`src/rtl/rei_pkg.sv`:
```
`timescale 1ns / 1ps
`default_nettype none

package rei_pkg;

    localparam int POS_W   = 16;
    localparam int TIME_W  = 32;
    localparam int DEB_W   = 16;
    localparam int ACT_W   = 3;
    localparam int CFG_IDX_W = 2;
    localparam int CFG_DAT_W = 16;
    localparam int IN_DATA_W  = 56;
    localparam int OUT_DATA_W = 24;

    localparam logic signed [POS_W-1:0] POS_MAX_LIMIT = 16'sh7FFF;
    localparam logic signed [POS_W-1:0] POS_MIN_LIMIT = 16'sh8000;

    localparam logic signed [POS_W-1:0] MAX_POS_RESET = 16'sd10;
    localparam logic signed [POS_W-1:0] MIN_POS_RESET = 16'sd1;
    localparam logic [DEB_W-1:0]        ROT_DEB_RESET = 16'd15;
    localparam logic [DEB_W-1:0]        BTN_DEB_RESET = 16'd50;

    typedef enum logic [ACT_W-1:0] {
        ACT_CLK_CHANGE = 3'd0,
        ACT_BTN_FALL   = 3'd1,
        ACT_READ_POS   = 3'd2,
        ACT_READ_BTN   = 3'd3,
        ACT_WRITE_POS  = 3'd4,
        ACT_MOVED      = 3'd5
    } action_t;

    typedef enum logic [CFG_IDX_W-1:0] {
        REG_MAX_POS = 2'd0,
        REG_MIN_POS = 2'd1,
        REG_ROT_DEB = 2'd2,
        REG_BTN_DEB = 2'd3
    } cfg_reg_t;

    typedef struct packed {
        logic signed [POS_W-1:0] max_position;
        logic signed [POS_W-1:0] min_position;
        logic [DEB_W-1:0]        rotation_debounce_ms;
        logic [DEB_W-1:0]        button_debounce_ms;
    } cfg_t;

    typedef struct packed {
        action_t                 action;
        logic [TIME_W-1:0]       time_ms;
        logic                    clk_level;
        logic                    dt_level;
        logic signed [POS_W-1:0] new_position;
    } item_t;

    typedef struct packed {
        logic signed [POS_W-1:0] position;
        logic                    pressed;
        logic                    moved_flag;
    } result_t;

endpackage

`default_nettype wire

```
`src/rtl/rei_cfg_regs.sv`:
```
`timescale 1ns / 1ps
`default_nettype none

module rei_cfg_regs (
    input  wire logic                             clk,
    input  wire logic                             rst_n,
    input  wire logic                             cfg_we,
    input  wire logic [rei_pkg::CFG_IDX_W-1:0]    cfg_index,
    input  wire logic [rei_pkg::CFG_DAT_W-1:0]    cfg_data,
    output rei_pkg::cfg_t                         cfg
);
    import rei_pkg::*;

    cfg_t cfg_reg;
    cfg_t cfg_next;

    always_comb
    begin
        cfg_next = cfg_reg;
        if (cfg_we)
        begin
            unique case (cfg_reg_t'(cfg_index))
                REG_MAX_POS: cfg_next.max_position         = $signed(cfg_data);
                REG_MIN_POS: cfg_next.min_position         = $signed(cfg_data);
                REG_ROT_DEB: cfg_next.rotation_debounce_ms = cfg_data;
                REG_BTN_DEB: cfg_next.button_debounce_ms   = cfg_data;
                default:     cfg_next = cfg_reg;
            endcase
        end
    end

    always_ff @(posedge clk or negedge rst_n)
    begin
        if (!rst_n)
        begin
            cfg_reg.max_position         <= MAX_POS_RESET;
            cfg_reg.min_position         <= MIN_POS_RESET;
            cfg_reg.rotation_debounce_ms <= ROT_DEB_RESET;
            cfg_reg.button_debounce_ms   <= BTN_DEB_RESET;
        end
        else
        begin
            cfg_reg <= cfg_next;
        end
    end

    assign cfg = cfg_reg;

endmodule

`default_nettype wire

```
`src/rtl/rei_core.sv`:
```
`timescale 1ns / 1ps
`default_nettype none

module rei_core (
    input  wire logic          clk,
    input  wire logic          rst_n,
    input  wire logic          fire,
    input  wire rei_pkg::item_t item,
    input  wire rei_pkg::cfg_t  cfg,
    output rei_pkg::result_t   result
);
    import rei_pkg::*;

    logic                    last_clk_reg, last_clk_next;
    logic signed [POS_W-1:0] position_reg, position_next;
    logic                    button_flag_reg, button_flag_next;
    logic [TIME_W-1:0]       rot_time_reg, rot_time_next;
    logic [TIME_W-1:0]       btn_time_reg, btn_time_next;
    logic signed [POS_W-1:0] reported_reg, reported_next;

    logic [TIME_W-1:0] rot_elapsed;
    logic [TIME_W-1:0] btn_elapsed;
    logic              rot_open;
    logic              btn_open;

    // elapsed times wrap modulo 2^32
    assign rot_elapsed = item.time_ms - rot_time_reg;
    assign btn_elapsed = item.time_ms - btn_time_reg;
    assign rot_open    = rot_elapsed > {{(TIME_W-DEB_W){1'b0}}, cfg.rotation_debounce_ms};
    assign btn_open    = btn_elapsed > {{(TIME_W-DEB_W){1'b0}}, cfg.button_debounce_ms};

    always_comb
    begin
        last_clk_next    = last_clk_reg;
        position_next    = position_reg;
        button_flag_next = button_flag_reg;
        rot_time_next    = rot_time_reg;
        btn_time_next    = btn_time_reg;
        reported_next    = reported_reg;
        result.pressed    = 1'b0;
        result.moved_flag = 1'b0;

        unique case (item.action)
            ACT_CLK_CHANGE:
            begin
                if (rot_open && (item.clk_level != last_clk_reg))
                begin
                    if (item.dt_level != item.clk_level)
                    begin
                        if (position_reg != POS_MAX_LIMIT)
                            position_next = position_reg + 16'sd1;
                    end
                    else
                    begin
                        if (position_reg != POS_MIN_LIMIT)
                            position_next = position_reg - 16'sd1;
                    end
                    last_clk_next = item.clk_level;
                end
                rot_time_next = item.time_ms;
            end
            ACT_BTN_FALL:
            begin
                if (btn_open)
                    button_flag_next = 1'b1;
                btn_time_next = item.time_ms;
            end
            ACT_READ_POS:
            begin
                // max test wins when the limits cross
                if (position_reg > cfg.max_position)
                    position_next = cfg.max_position;
                else if (position_reg < cfg.min_position)
                    position_next = cfg.min_position;
            end
            ACT_READ_BTN:
            begin
                result.pressed   = button_flag_reg;
                button_flag_next = 1'b0;
            end
            ACT_WRITE_POS:
            begin
                position_next = item.new_position;
            end
            ACT_MOVED:
            begin
                if (reported_reg != position_reg)
                begin
                    reported_next     = position_reg;
                    result.moved_flag = 1'b1;
                end
            end
            default:
            begin
                position_next = position_reg;
            end
        endcase

        result.position = position_next;
    end

    always_ff @(posedge clk or negedge rst_n)
    begin
        if (!rst_n)
        begin
            last_clk_reg    <= 1'b0;
            position_reg    <= '0;
            button_flag_reg <= 1'b0;
            rot_time_reg    <= '0;
            btn_time_reg    <= '0;
            reported_reg    <= '0;
        end
        else if (fire)
        begin
            last_clk_reg    <= last_clk_next;
            position_reg    <= position_next;
            button_flag_reg <= button_flag_next;
            rot_time_reg    <= rot_time_next;
            btn_time_reg    <= btn_time_next;
            reported_reg    <= reported_next;
        end
    end

endmodule

`default_nettype wire

```
`src/rtl/rotary_encoder_interface_unit.sv`:
```
// Rotary encoder front end with debounce.
// Input stream (s_*): one word per action. s_tuser carries the action code,
// s_tdata the timestamp, pin levels and the value for a position write.
// Output stream (m_*): exactly one word per accepted input word, in order,
// carrying the position after the action plus the pressed and moved flags.
// Configuration: cfg_we/cfg_index/cfg_data write the clamp limits and the
// two debounce windows; write them only while no word is in flight.
// Path: an accepted word sits in the input register; its result is loaded into
// the result register once the output is free, and then shows on m_tvalid.
// Throughput: one word per cycle while m_tready stays high; the state update
// and the result are formed in one pass between the input and result registers.
// Reset: all encoder state clears, config registers take their default values,
// both streams come up empty; the input and result data registers are not reset.
// Stall: a result held by a low m_tready stays stable; one more word waits
// in the input register, then s_tready drops until the result is taken.
`timescale 1ns / 1ps
`default_nettype none

module rotary_encoder_interface_unit (
    input  wire logic                              clk,
    input  wire logic                              rst_n,
    input  wire logic                              s_tvalid,
    output logic                                   s_tready,
    // [31:0] time_ms, [32] clk_level, [33] dt_level, [49:34] new_position
    input  wire logic [rei_pkg::IN_DATA_W-1:0]     s_tdata,
    // [2:0] action
    input  wire logic [rei_pkg::ACT_W-1:0]         s_tuser,
    output logic                                   m_tvalid,
    input  wire logic                              m_tready,
    // [15:0] position, [16] pressed, [17] moved_flag
    output logic [rei_pkg::OUT_DATA_W-1:0]         m_tdata,
    input  wire logic                              cfg_we,
    input  wire logic [rei_pkg::CFG_IDX_W-1:0]     cfg_index,
    input  wire logic [rei_pkg::CFG_DAT_W-1:0]     cfg_data
);
    import rei_pkg::*;

    logic    in_valid_reg, in_valid_next;
    item_t   item_reg;
    logic    out_valid_reg, out_valid_next;
    result_t result_reg;
    result_t result;
    cfg_t    cfg;
    logic    advance;
    logic    s_accept;

    assign advance  = in_valid_reg && (!out_valid_reg || m_tready);
    assign s_tready = !in_valid_reg || advance;
    assign s_accept = s_tvalid && s_tready;

    always_comb
    begin
        in_valid_next = in_valid_reg;
        if (s_accept)
            in_valid_next = 1'b1;
        else if (advance)
            in_valid_next = 1'b0;

        out_valid_next = out_valid_reg;
        if (advance)
            out_valid_next = 1'b1;
        else if (m_tready)
            out_valid_next = 1'b0;
    end

    always_ff @(posedge clk or negedge rst_n)
    begin
        if (!rst_n)
        begin
            in_valid_reg  <= 1'b0;
            out_valid_reg <= 1'b0;
        end
        else
        begin
            in_valid_reg  <= in_valid_next;
            out_valid_reg <= out_valid_next;
        end
    end

    always_ff @(posedge clk)
    begin
        if (s_accept)
        begin
            item_reg.action       <= action_t'(s_tuser);
            item_reg.time_ms      <= s_tdata[31:0];
            item_reg.clk_level    <= s_tdata[32];
            item_reg.dt_level     <= s_tdata[33];
            item_reg.new_position <= $signed(s_tdata[49:34]);
        end
        if (advance)
            result_reg <= result;
    end

    rei_cfg_regs u_cfg (
        .clk       (clk),
        .rst_n     (rst_n),
        .cfg_we    (cfg_we),
        .cfg_index (cfg_index),
        .cfg_data  (cfg_data),
        .cfg       (cfg)
    );

    rei_core u_core (
        .clk    (clk),
        .rst_n  (rst_n),
        .fire   (advance),
        .item   (item_reg),
        .cfg    (cfg),
        .result (result)
    );

    assign m_tvalid = out_valid_reg;
    assign m_tdata  = {6'd0, result_reg.moved_flag, result_reg.pressed,
                       result_reg.position};

endmodule

`default_nettype wire

```
`config.mk`:
```
export PLATFORM = sky130hd
export DESIGN_NAME = rotary_encoder_interface_unit
export DESIGN_NICKNAME = d
export VERILOG_FILES = /design/src/rtl/rei_pkg.sv /design/src/rtl/rei_cfg_regs.sv /design/src/rtl/rei_core.sv /design/src/rtl/rotary_encoder_interface_unit.sv
export SDC_FILE = /design/constraint.sdc
export NUM_CORES = 1
export LEC_CHECK = 0
export ABC_CLOCK_PERIOD_IN_PS = 5150
export BUFFER_PORTS_ARGS = -buffer_cell sky130_fd_sc_hd__buf_2
export CORE_MARGIN = 4
export CORE_UTILIZATION = 39
export CTS_BUF_LIST = sky130_fd_sc_hd__clkbuf_4 sky130_fd_sc_hd__clkbuf_8
export DETAILED_ROUTE_END_ITERATION = 12
export SLEW_MARGIN = 20
export SYNTH_ARGS = -nofsm -noshare
export SYNTH_HDL_FRONTEND = slang
export SYNTH_SLANG_ARGS = --single-unit
```
`constraint.sdc`:
```
create_clock -name clk -period 5.15 [get_ports clk]
set_clock_uncertainty 0.1 [all_clocks]
set_input_delay 1.03 -clock clk [delete_from_list [all_inputs] [get_ports clk]]
set_output_delay 1.03 -clock clk [all_outputs]
set_load 0.02 [all_outputs]
```
# Word-level counts from Yosys, hierarchy flattened
# Cells that the tools add are included.
# totals
regBits	235
latch_bits	0
ram_bits	0
romBits	0
inputBits	82
output_inout_bits	26
memories	0
# op_classes
add_sub_neg	4
mul	0
div_mod_pow	0
magnitude_cmp	4
eq_ne	14
n_shift	0
mux	14
bitwise	0
reduce_logical	21
# op_table
op	n
16-bit two-way mux	6
32-bit by 16-bit greater-than comparator with 1-bit output	2
32-bit subtractor	2
16-bit one-hot mux with 3 select lines	1
16-bit inequality test, second input constant	2
16-bit by 2-bit adder with 16-bit output, second input constant	1
16-bit greater-than comparator	1
16-bit < comparator	1
16-bit inequality test	1
16-bit by 2-bit subtractor with 16-bit output, second input constant	1
2-bit AND reduction	6
3-bit AND reduction	3
3-bit by 2-bit equality test with 1-bit output, second input constant	2
3-bit equality test, second input constant	2
1-bit two-way mux	6
2-bit nonzero test	3
2-bit equality test, second input constant	2
3-bit by 1-bit equality test with 1-bit output, second input constant	1
1-bit logical AND	3
3-bit zero test	1
2-bit by 1-bit equality test with 1-bit output, second input constant	1
1-bit zero test	2
2-bit zero test	1
1-bit logical OR	2
3 further kinds	4

# Logic depth before layout (Yosys ltp)
# Gate-level depths: netlist of run 1.
# depth
depth_word	6
depth_mapped	22

# Cells and area by module
# From an unflattened synthesis of run 1, not the netlist that was laid out.
# unflattened
hier_cells	1693
area_unflattened_um2	15846.4
# modules_own_cells
mod	n_inst	cells_each	area_each_um2	seq_area_each_um2
rei_core	1	1471	11138.2	2452.4
rei_cfg_regs	1	136	2423.6	1614.0
rotary_encoder_interface_unit	1	86	2284.7	2182.1

# Worst setup path after synthesis of run 1
# Ideal clock, no wire load.
# synth_timing
path_type	reg2reg
start	register item_reg[19] (netlist name)
end	register result_reg, in the netlist m_tdata[14], data pin
setup_time_ps	273
t_arrival_ps	4505
t_required_ps	4777
slack_ps	272
stages_incl_launch_ff	21
cell_sequence	edfxtp_1 > ha_1 > nor2b_1 > o31a_1 > o2111ai_1 > a31oi_1 > a21boi_0 > xnor2_1 > ha_1 > nand4_1 > nor3_1 > a221o_1 > o31ai_1 > o2111ai_1 > nor4_1 > nand4_1 > nor4_4 > nor3_1 > clkbuf_1 > nor3_1 > a211oi_2
# synth_rtl
element	line	source
from (decl)	rotary_encoder_interface_unit.sv:39	item_t item_reg;
to (signal assigned)	rotary_encoder_interface_unit.sv:91	result_reg <= result;
to (decl)	rotary_encoder_interface_unit.sv:41	result_t result_reg;

==> impl_results.md, run 1 <==
- Switching Power: 0.003568 W
- Startpoint types: register
- Gr ovfl total: 0
- Placer congestion estimate: 0.8911
- Worst-path clk slew: 0.06 ns
- Share of layout cells above drive strength 1: 29.43%
- Die width: 207.8 um
- Ys Warns: 0
- Total Power: 0.009151 W
- Max Slew Vio Count: 0
- Largest net degree at the start of global routing: 89
- Clock Power Share: 22.7%
- Initial DRT Pass Iterations: 5
- # DRC: 0
- Logic pwr share: 47.9%
- Worst hold path type: register to register
- Largest family of logic cells by synthesized area: compound AO/OA/AOI/OAI gates
- Worst setup margin: 0.1172 ns
- Vias in the first global route: 13040
- Min cycle time layout: 5.033 ns
- Power Density: 485.4 mW/mm^2
- Simple-gate share of the synthesized area: 11.77%
- Mapped Cells: 1572
- Filler Cell Count: 3668
- Post-Synth Adder-Cell Area: 10.47%
- Register area share after synthesis: 40.15%
- Cell Area, Synth: 0.01556 mm^2
- Initial core utilization: 39.90%
- Outcome: complete, no violations
- Synth async-reset ratio: 69.79%
- Clock Sink Count: 235
- Maximum vdd ir drop: 0.2712 mV
- Port Buffers: 95
- I/O pin total: 108
- Wire length per cell: 18.98 um
- Mapped Avg Cell Area: 9.901 um^2
- Register area: 0.006248 mm^2
- Final Hold Slack: 0.3922 ns
- Pint: 0.005584 W
- DP Worst Slack: -0.5665 ns
- Routed WL: 43900 um
- Area contributors post-synth: dfrtp_1 25%, edfxtp_1 14%, ha_1 10%
- Worst-margin pin slew: 1.089 ns
- Crit-path max FO: 7
- Clock buffer count from CTS: 43
- Final hold viol count: 0
- Largest register FFs: 64
- Post-synth top area share: 24.76%
- Core ar.: 0.03901 mm^2
- Post-synth EDFFs: 71
- Die area: 0.04317 mm^2
- Area delta synth->final: 21.14%
- Most frequent cells in the layout: 154 x dfrtp_1, 145 x inv_1, 129 x mux2_2
- Htree depth: 2
- Area of the multi-input gates: 0.009075 mm^2
- WP data arrival: 5.33 ns
- Vias/cell: 5.506
- Synth Register Bits: 235
- Top FF cell, synth: dfrtp_1
- Max Freq: 198.7 MHz
- Most common cell after layout, fill and taps aside: dfrtp_1
- Mux cell area share after synthesis: 10.87%
- Tot GR Track Use: 19.74%
- Worst EP required: 5.45 ns
- Part of the power in registers: 29.4%
- Via Count: 12740
- TritonCTS clock tree: yes
- Endpoints failing setup: 0
- Clk buf depth: 3
- DP HPWL: 32980 um
- Worst Setup End Kind: register
- # hold bufs at CTS: 0
- RSZ-0062 raised after global routing: yes
- Switching Fraction: 38.99%
- Synth unique cells: 80
- Reg2Reg Setup Slack: 0.12 ns
- Synth area leader: dfrtp_1
- Synth Area in Compound Gates: 18.06%
- Die H: 207.8 um
- Final nets: 1971
- ANT nets after route: 0
- Xor-xnor portion of the synthesized cell area: 3.320%
- Fin crit share: 97.72%
- Clock Tree Root: clkbuf_8
- Initial DRC Count: 656
- Pleak: 8.232 nW
- Clk Latency, worst-skew pair: 0.61 ns
- Max-Cap Viols: 0
- Number of placement rows: 72
- WS Path Type: register to register
- Slew margin rel.: 26.83%
- Final core utilization: 48.33%
- First-pass GRT wire length: 69610 um
- Initial antenna violation count: 2
-- critical path, stage by stage (launching register included) --
cell	delay, ns
edfxtp_1	0.41
ha_1	0.32
nor2b_4	0.13
o31a_1	0.27
o2111ai_2	0.24
a31oi_2	0.15
a21boi_2	0.19
xnor2_1	0.15
ha_1	0.26
nand4_1	0.19
nor3_2	0.07
a221o_1	0.36
o31ai_2	0.17
buf_4	0.17
o2111ai_4	0.11
nor4_4	0.19
nand4_1	0.20
nor4_4	0.38
buf_6	0.19
nor2_4	0.09
buf_6	0.14
and3_4	0.15
a211oi_2	0.18
-- power groups by stage --
stage	combinational (W)	sequential (W)	clock [W]
after CTS	0.00417	0.00268	0.00215
after global routing	0.00487	0.00274	0.00221
after floorplan	0.00288	0.00261	0
final	0.00438	0.00269	0.00208
after detailed placement	0.00405	0.00271	0
after global placement	0.00397	0.00269	0
-- logic make-up after synthesis --
logic type | count (synthesis)
compound gates | 421
simple gates | 362
flops | 235
xor+xnor | 59
mux | 152
other cells | 1
buf+inv | 213
fa+ha+maj | 129
-- final timing paths --
path	from	end	cells past startpoint
min reg2reg	u_core.rot_time_reg[0]	u_core.rot_time_reg[0]	2
min in group asynchronous	rst_n	m_tvalid	1
min	u_core.rot_time_reg[0]	u_core.rot_time_reg[0]	2
max	item_reg[19]	m_tdata[14]	22
max reg2reg	item_reg[19]	m_tdata[14]	22
max in group asynchronous	rst_n	u_core.button_flag_reg	2
-- repair_timing --
action	CTS	global route
setup buffers	4	10
gates resized for setup	32	69
endpoints found under the setup margin	34	34
pin swaps	33	56
-- cells in the mapped netlist (27+ instances only) --
cell and number:
a211oi_1 27, a21o_1 36, a21oi_1 112, clkbuf_1 57
dfrtp_1 154, edfxtp_1 71, ha_1 127, inv_1 146
mux2_2 129, nand2_1 96, nand4_1 31, nor2_1 77
nor3_1 29, o21ai_0 78, xnor2_1 40
-- final cells by class --
type	count	share of cell area (%)
Tap cell	518	3.438
Antenna cell	1	0.01327
Clock inverter	12	0.9490
Timing Repair Buffer	205	7.121
Multi-Input combinational cell	1129	48.14
Sequential cell	235	33.14
Inverter	146	2.907
Clock buffer	67	4.294
-- stage by stage --
stage          setup TNS (ns)  cells  instance area (um^2)
2_1_floorplan               0   1577                 15580
3_3_place_gp           -5.890   2219                 17160
3_5_place_dp           -8.250   2219                 17170
4_1_cts             -0.002865   2302                 18340
5_1_grt                -2.578   2313                 18850
6_report                    0   2313                 18850
-- routing by layer --
layer | up-vias | global-route usage [%] | share of wire [%]
met5 | - | 0 | 0.046
met4 | 2 | 9.332 | 4.6
met3 | 119 | 2.962 | 4.1
met2 | 317 | 33.17 | 48
met1 | 6148 | 25.05 | 44
li1 | 6149 | - | -
Note: power is estimated with default switching activity, not from simulation.
==> run 2: changes to the inputs <==
--- a/config.mk
+++ b/config.mk
@@ -5,11 +5,11 @@
 export SDC_FILE = /design/constraint.sdc
 export NUM_CORES = 1
 export LEC_CHECK = 0
-export ABC_CLOCK_PERIOD_IN_PS = 5150
+export ABC_CLOCK_PERIOD_IN_PS = 5550
 export BUFFER_PORTS_ARGS = -buffer_cell sky130_fd_sc_hd__buf_2
 export CORE_MARGIN = 4
 export CORE_UTILIZATION = 39
-export CTS_BUF_LIST = sky130_fd_sc_hd__clkbuf_4 sky130_fd_sc_hd__clkbuf_8
+export CTS_BUF_LIST = sky130_fd_sc_hd__clkbuf_16
 export DETAILED_ROUTE_END_ITERATION = 12
 export SLEW_MARGIN = 20
 export SYNTH_ARGS = -nofsm -noshare
==> constraint.sdc (replaced) <==
create_clock -name clk -period 5.55 [get_ports clk]
set_clock_uncertainty 0.1 [all_clocks]
set_input_delay 1.11 -clock clk [delete_from_list [all_inputs] [get_ports clk]]
set_output_delay 1.11 -clock clk [all_outputs]
set_load 0.02 [all_outputs]
==> impl_results.md, run 2 (synthesis gave the netlist of run 1 again) <==
- WP data arrival: 5.56 ns (+0.23 ns)
- Largest register FFs: 64 (unchanged)
- Hold Path Depth: 1 (-1)
- Placer congestion estimate: 0.8821 (-1.0%)
- Routed WL: 42180 um (-3.9%)
- Via Count: 12410 (-2.6%)
- Most common cell after layout, fill and taps aside: dfrtp_1
- Startpoint types: register
- Core ar.: 0.03901 mm^2 (unchanged)
- Outcome: complete, no violations
- Final hold viol count: 0 (unchanged)
- Worst-margin pin slew: 0.9591 ns (-0.1300 ns)
- Initial core utilization: 39.90% (unchanged)
- Worst EP required: 5.85 ns (+0.40 ns)
- Initial DRC Count: 664 (+1.2%)
- Final cell count without fillers: 2243 (-3.0%)
- Slew margin rel.: 36.06% (+9.2 points)
- Number of placement rows: 72 (unchanged)
- Worst-path clk slew: 0.06 ns (about the same)
- Filler Cell Count: 3762 (+2.6%)
- Worst hold path type: register to register
- Pleak: 7.901 nW (-4.0%)
- Initial antenna violation count: 1 (-1)
- Worst Setup End Kind: register
- Final Hold Slack: 0.3865 ns (-0.005727 ns)
- Die width: 207.8 um (unchanged)
- Die H: 207.8 um (unchanged)
- Htree depth: 1 (-1)
- Clock Tree Root: clkbuf_16
- Endpoints failing setup: 0 (unchanged)
- Initial DRT Pass Iterations: 5 (unchanged)
- Largest net degree at the start of global routing: 99 (+11%)
- Cell mode on critical path: buf_4
- Wire length per cell: 18.80 um (-0.92%)
- Power Density: 453.2 mW/mm^2 (-6.6%)
- Worst path slowest cell: edfxtp_1
- Crit-path cells: ha_1 -> buf_4 -> a21oi_1 -> nor2_1 -> nor3b_2 -> buf_4 -> a31oi_1 -> buf_4 -> xor2_1 -> ha_1 -> a21o_1 -> a21o_1 -> a221o_1 -> o31ai_2 -> o2111ai_1 -> nor4_1 -> nand4_1 -> nor4_4 -> buf_6 -> nor2_2 -> buf_4 -> a31o_1 -> a2bb2oi_1
- # hold bufs at CTS: 0 (unchanged)
- ANT nets after route: 0 (unchanged)
- Area delta synth->final: 15.57%
- Vias in the first global route: 12380 (-5.0%)
- Crit-path max FO: 11 (+4)
- DP Worst Slack: -0.02678 ns (+0.5397 ns)
- Max-Cap Viols: 0 (unchanged)
- Tot GR Track Use: 18.98% (-0.75 points)
- Port Buffers: 95 (unchanged)
- TritonCTS clock tree: yes
- Max Slew Vio Count: 0 (unchanged)
- Most frequent cells in the layout: 154 x dfrtp_1, 147 x inv_1, 129 x mux2_2
- I/O pin total: 108 (unchanged)
- Final setup TNS: 0 ns (unchanged)
- Vias/cell: 5.531 (+0.46%)
- Min cycle time layout: 5.262 ns (+0.2290 ns)
- Final core utilization: 46.11% (-2.2 points)
- Clock Sink Count: 235 (unchanged)
- WS Path Type: register to register
- Clk buf depth: 3 (unchanged)
- Worst setup margin: 0.2882 ns (+0.1710 ns)
- Fin crit share: 94.81% (-2.9 points)
- RSZ-0062 raised after global routing: no
- DP HPWL: 32240 um (-2.2%)
- # DRC: 0 (unchanged)
- Gr ovfl total: 0 (unchanged)
- Clock buffer count from CTS: 29 (-33%)
- Placed cells: 2188 (-1.4%)
- Die area: 0.04317 mm^2 (unchanged)
- Share of layout cells above drive strength 1: 22.91% (-6.5 points)
- Maximum vdd ir drop: 0.2779 mV (+2.5%)
- Reg2reg path depth: 23 (+4.5%)
- Delay of the slowest critical-path stage: 0.45 ns (+0.04 ns)
- Final nets: 1913 (-2.9%)
- Clk Latency, worst-skew pair: 0.56 ns (-0.05 ns)
- Max Freq: 190.1 MHz (-4.4%)
- First-pass GRT wire length: 67140 um (-3.6%)
==> run 2: worst paths after layout <==
path / from / to / slack, ns
max: item_reg[24] / m_tdata[3] / 0.29
min: in_valid_reg / m_tvalid / 0.39
max reg2reg: item_reg[24] / m_tdata[3] / 0.29
min reg2reg: in_valid_reg / m_tvalid / 0.39
max in group asynchronous: rst_n / u_core.btn_time_reg[23] / 3.67
min in group asynchronous: rst_n / m_tvalid / 0.54
==> run 2: area by class of cell <==
type	count	area, um^2	area share (%)
multi-input cells	1129	8553	47.55
flip-flops and latches	235	6248	34.74
repair buffers	161	980.9	5.454
clock buffers	31	775.7	4.313
well taps	518	648.1	3.603
inverters	146	548.0	3.047
clock inverters	22	230.2	1.280
diodes	1	2.502	0.01391
==> run 2: per-stage QoR <==
step	instance area, um^2	power, W
2_1_floorplan	15580	0.005099
3_3_place_gp	16930	0.006063
3_5_place_dp	16930	0.006156
4_1_cts	17950	0.008197
5_1_grt	17990	0.008762
6_report	17990	0.008152
==> run 2: where the power goes <==
group / leakage [nW] / total (W) / internal [W] / switching [W]
sequential: 2.63 / 0.00247 / 0.00219 / 0.000282
combinational: 4.78 / 0.00370 / 0.00163 / 0.00207
clock: 0.484 / 0.00198 / 0.00116 / 0.000815
==> run 2: worst max-delay path: cells and delay by family (launching register included) <==
kind / cells / cell delay (ns)
compound gates: 9 / 1.82
xor+xnor: 1 / 0.18
fa+ha+maj: 2 / 0.59
buf+inv: 5 / 0.82
flops: 1 / 0.45
simple gates: 6 / 1.13
==> run 2: per-layer routing <==
metal,vias to the layer above,track usage [%],part of all wire [%]
met5,-,0,0
met4,0,6.591,3.9
met3,89,3.038,4.0
met2,268,32.31,48
met1,6001,24.63,44
li1,6049,-,-
==> run 2: what timing repair did <==
action,4_1_cts,5_1_grt
pin swaps,0,6
gates resized for setup,3,7
setup buffers,0,1
setup endpoints to repair,6,27
gates cloned,0,0
==> run 3: changes to the inputs <==
--- a/config.mk
+++ b/config.mk
@@ -5,13 +5,16 @@
 export SDC_FILE = /design/constraint.sdc
 export NUM_CORES = 1
 export LEC_CHECK = 0
+export ABC_AREA = 1
 export ABC_CLOCK_PERIOD_IN_PS = 5550
 export BUFFER_PORTS_ARGS = -buffer_cell sky130_fd_sc_hd__buf_2
 export CORE_MARGIN = 4
 export CORE_UTILIZATION = 39
 export CTS_BUF_LIST = sky130_fd_sc_hd__clkbuf_16
 export DETAILED_ROUTE_END_ITERATION = 12
+export GPL_ROUTABILITY_DRIVEN = 0
 export SLEW_MARGIN = 20
 export SYNTH_ARGS = -nofsm -noshare
 export SYNTH_HDL_FRONTEND = slang
 export SYNTH_SLANG_ARGS = --single-unit
+export TNS_END_PERCENT = 1
==> impl_results.md, run 3 <==
- Cell family with most CP delay: simple AND/OR/NAND/NOR gates
- Switching Fraction: 45.70% (+6.8 points)
- Fin crit share: 77.85% (-17 points)
- Ys Warns: 0 (unchanged)
- Top-count cell post-synth: nand2_1
- Synth Area in Compound Gates: 10.13% (-7.9 points)
- Post-synth top area share: 22.90% (-1.9 points)
- Worst-margin pin slew: 1.023 ns (+0.06379 ns)
- Cell Area, Synth: 0.01683 mm^2 (+8.1%)
- Initial DRC Count: 1045 (+57%)
- Xor-xnor portion of the synthesized cell area: 3.851% (+0.53 points)
- Clock Sink Count: 235 (unchanged)
- Worst path slowest cell: fa_1
- Synth async-reset ratio: 69.79% (unchanged)
- Max-Cap Viols: 0 (unchanged)
- DP HPWL: 35380 um (+9.7%)
- Worst EP required: 5.91 ns (+0.06 ns)
- Delay of the slowest critical-path stage: 0.39 ns (-0.06 ns)
- Largest family of logic cells by synthesized area: simple AND/OR/NAND/NOR gates
- Crit path from: item_reg[18]
- Vias/cell: 4.977 (-10%)
- Wire length per cell: 15.39 um (-18%)
- Worst Setup End Kind: register
- ANT nets after route: 0 (unchanged)
- Gr ovfl total: 0 (unchanged)
- Top FF cell, synth: dfrtp_1
- Mux cell area share after synthesis: 0% (-11 points)
- Cell mode on critical path: nand2_1
- Final core utilization: 44.25% (-1.9 points)
- Max Freq: 231.4 MHz (+22%)
- Most frequent cells in the layout: 669 x nand2_1, 393 x inv_1, 185 x o21ai_0
- Port Buffers: 95 (unchanged)
- Min cycle time layout: 4.321 ns (-0.9409 ns)
- # hold bufs at CTS: 0 (unchanged)
- Final setup TNS: 0 ns (unchanged)
- Largest register FFs: 64 (unchanged)
- Post-synth EDFFs: 71 (unchanged)
- Number of placement rows: 75 (+4.2%)
- Core ar.: 0.04232 mm^2 (+8.5%)
- Setup bufs post-CTS: 0 (unchanged)
- Pint: 0.004996 W (+0.26%)
- Crit-path cells: inv_1 -> ha_1 -> inv_1 -> fa_1 -> nand2_1 -> o21ai_2 -> a21boi_0 -> o21ai_0 -> nand2_1 -> nand2_1 -> xor2_1 -> ha_1 -> nand2_1 -> nor4_1 -> nand4_1 -> nand2_1 -> nand3_1 -> nor2_1 -> nand3_1 -> nor2_1 -> nand3_1 -> nand3_1 -> nand2_1
- Clk Latency, worst-skew pair: 0.56 ns (about the same)
- TritonCTS clock tree: yes
- Filler Cell Count: 4335 (+15%)
- Register area: 0.006248 mm^2 (unchanged)
- Vias in the first global route: 14350 (+16%)
- RSZ-0062 raised after global routing: no
- Power Density: 491.3 mW/mm^2 (+8.4%)
- Final hold viol count: 0 (unchanged)
- Area contributors post-synth: dfrtp_1 23%, nand2_1 15%, edfxtp_1 13%
- Worst r2r src: item_reg[18]
- Clock buffer count from CTS: 28 (-3.4%)
- Tot GR Track Use: 19.41% (+0.43 points)
- Max Slew Vio Count: 0 (unchanged)
- WS Path Type: register to register
- First-pass GRT wire length: 73940 um (+10%)
- Maximum vdd ir drop: 0.2786 mV (+0.28%)
- WP data arrival: 4.68 ns (-0.88 ns)
- Total Power: 0.009200 W (+13%)
- Antenna Diode Count: 0 (-1)
- Die area: 0.04654 mm^2 (+7.8%)
- Largest net degree at the start of global routing: 96 (-3.0%)
- Mapped Avg Cell Area: 7.232 um^2 (-27%)
- Mapped Cells: 2327 (+48%)
- Die H: 215.7 um (+3.8%)
- Initial core utilization: 39.76% (-0.14 points)
- Most common library cells after synthesis: 671 x nand2_1, 391 x inv_1, 185 x o21ai_0
- Endpoints failing setup: 0 (unchanged)
- Area of the multi-input gates: 0.008785 mm^2 (+2.7%)
- # DRC: 0 (unchanged)
- Initial antenna violation count: 0 (-1)
- Most common cell after layout, fill and taps aside: nand2_1
- Pleak: 9.777 nW (+24%)
- Worst Min Path Start: u_core.button_flag_reg
- Worst path bufs/invs: 2 (-3)
- Htree depth: 1 (unchanged)
- Register area share after synthesis: 37.13% (-3.0 points)
- Area delta synth->final: 11.27%
- Clock Power Share: 19.8% (-4.5 points)
- Initial DRT Pass Iterations: 5 (unchanged)
- Switching Power: 0.004205 W (+33%)
- Worst hold path type: register to register
- Synth unique cells: 53 (-34%)
- Synth area leader: dfrtp_1
- Clock Tree Root: clkbuf_16
- Clk buf depth: 3 (unchanged)
- Logic pwr share: 51.1% (+5.7 points)
- Part of the power in registers: 29.1% (-1.2 points)
- Via Count: 14900 (+20%)
- Simple-gate share of the synthesized area: 28.16% (+16 points)
- Post-Synth Adder-Cell Area: 9.680% (-0.79 points)
- Slew margin rel.: 31.62% (-4.4 points)
- Synth Register Bits: 235 (unchanged)
- Share of layout cells above drive strength 1: 10.26% (-13 points)
- Routed WL: 46080 um (+9.2%)
- CTS resizes: 0 (-3)
- Crit-path max FO: 4 (-7)
- Startpoint types: register
- I/O pin total: 108 (unchanged)
- Worst-path clk slew: 0.06 ns (about the same)
- Die width: 215.7 um (+3.8%)
- Final nets: 2606 (+36%)
- Outcome: complete, no violations
-- run 3: routing by layer --
metal	vias to the layer above	GRT usage, %	wire length [um]	share of wire, %
met5	-	0	0	0
met4	0	5.841	1534	3.3
li1	7540	-	-	-
met2	403	33.54	21810	47
met1	6877	25.77	20820	45
met3	80	2.053	1916	4.2
-- run 3: worst reg2reg max path, cell delays in order, from the launching register on --
cell and delay, ns:
edfxtp_1 0.35, inv_1 0.13, ha_1 0.16, inv_1 0.06
fa_1 0.39, nand2_1 0.10, o21ai_2 0.08, a21boi_0 0.38
o21ai_0 0.34, nand2_1 0.13, nand2_1 0.07, xor2_1 0.16
ha_1 0.28, nand2_1 0.06, nor4_1 0.38, nand4_1 0.14
nand2_1 0.15, nand3_1 0.08, nor2_1 0.13, nand3_1 0.09
nor2_1 0.11, nand3_1 0.17, nand3_1 0.12, nand2_1 0.06
-- run 3: cells by family (layout without fill, tap and decap cells) --
logic type / count (synthesis) / count (layout)
DFF: 235 / 235
buffers and inverters: 471 / 556
and+or+nand+nor: 1092 / 1092
adders and majority gates: 129 / 129
xor gates and xnor gates: 74 / 74
AOI/OAI and AO/OA: 325 / 325
other: 1 / 6
-- run 3: power groups by stage --
stage	Sequential [W]	Combinational, W	Clock, W
after floorplan	0.00251	0.00366	0
after global placement	0.00267	0.00454	0
after detailed placement	0.00269	0.00466	0
after CTS	0.00266	0.00469	0.00189
after global routing	0.00272	0.00539	0.00195
final	0.00267	0.00470	0.00182
-- run 3: layout make-up --
type | instances | area share [%]
repair buffers | 103 | 2.893
clock inverters | 23 | 1.056
clock buffers | 29 | 3.875
multi-input cells | 1626 | 46.91
well taps | 577 | 3.855
flip-flops and latches | 235 | 33.37
inverters | 401 | 8.038
-- run 3: worst paths after layout --
path,end,slack [ns],cells after the start
setup reg to reg,u_core.button_flag_reg,1.23,23
hold / removal,u_core.button_flag_reg,0.38,2
max in group asynchronous,u_core.rot_time_reg[22],3.73,2
hold reg to reg,u_core.button_flag_reg,0.38,2
min in group asynchronous,u_cfg.cfg[33],0.51,1
setup / recovery,u_core.button_flag_reg,1.23,23
-- run 3: stage by stage --
stage / area, um^2 / hold slack, ns / std cells / worst slack [ns]
after floorplan: 16850 / 0.3417 / 2332 / 2.120
after global placement: 17780 / 0.3652 / 2942 / 1.253
after detailed placement: 17790 / 0.3649 / 2942 / 1.204
after CTS: 18710 / 0.3792 / 2994 / 1.185
after global routing: 18730 / 0.3970 / 2994 / 0.8106
final: 18730 / 0.3796 / 2994 / 1.229
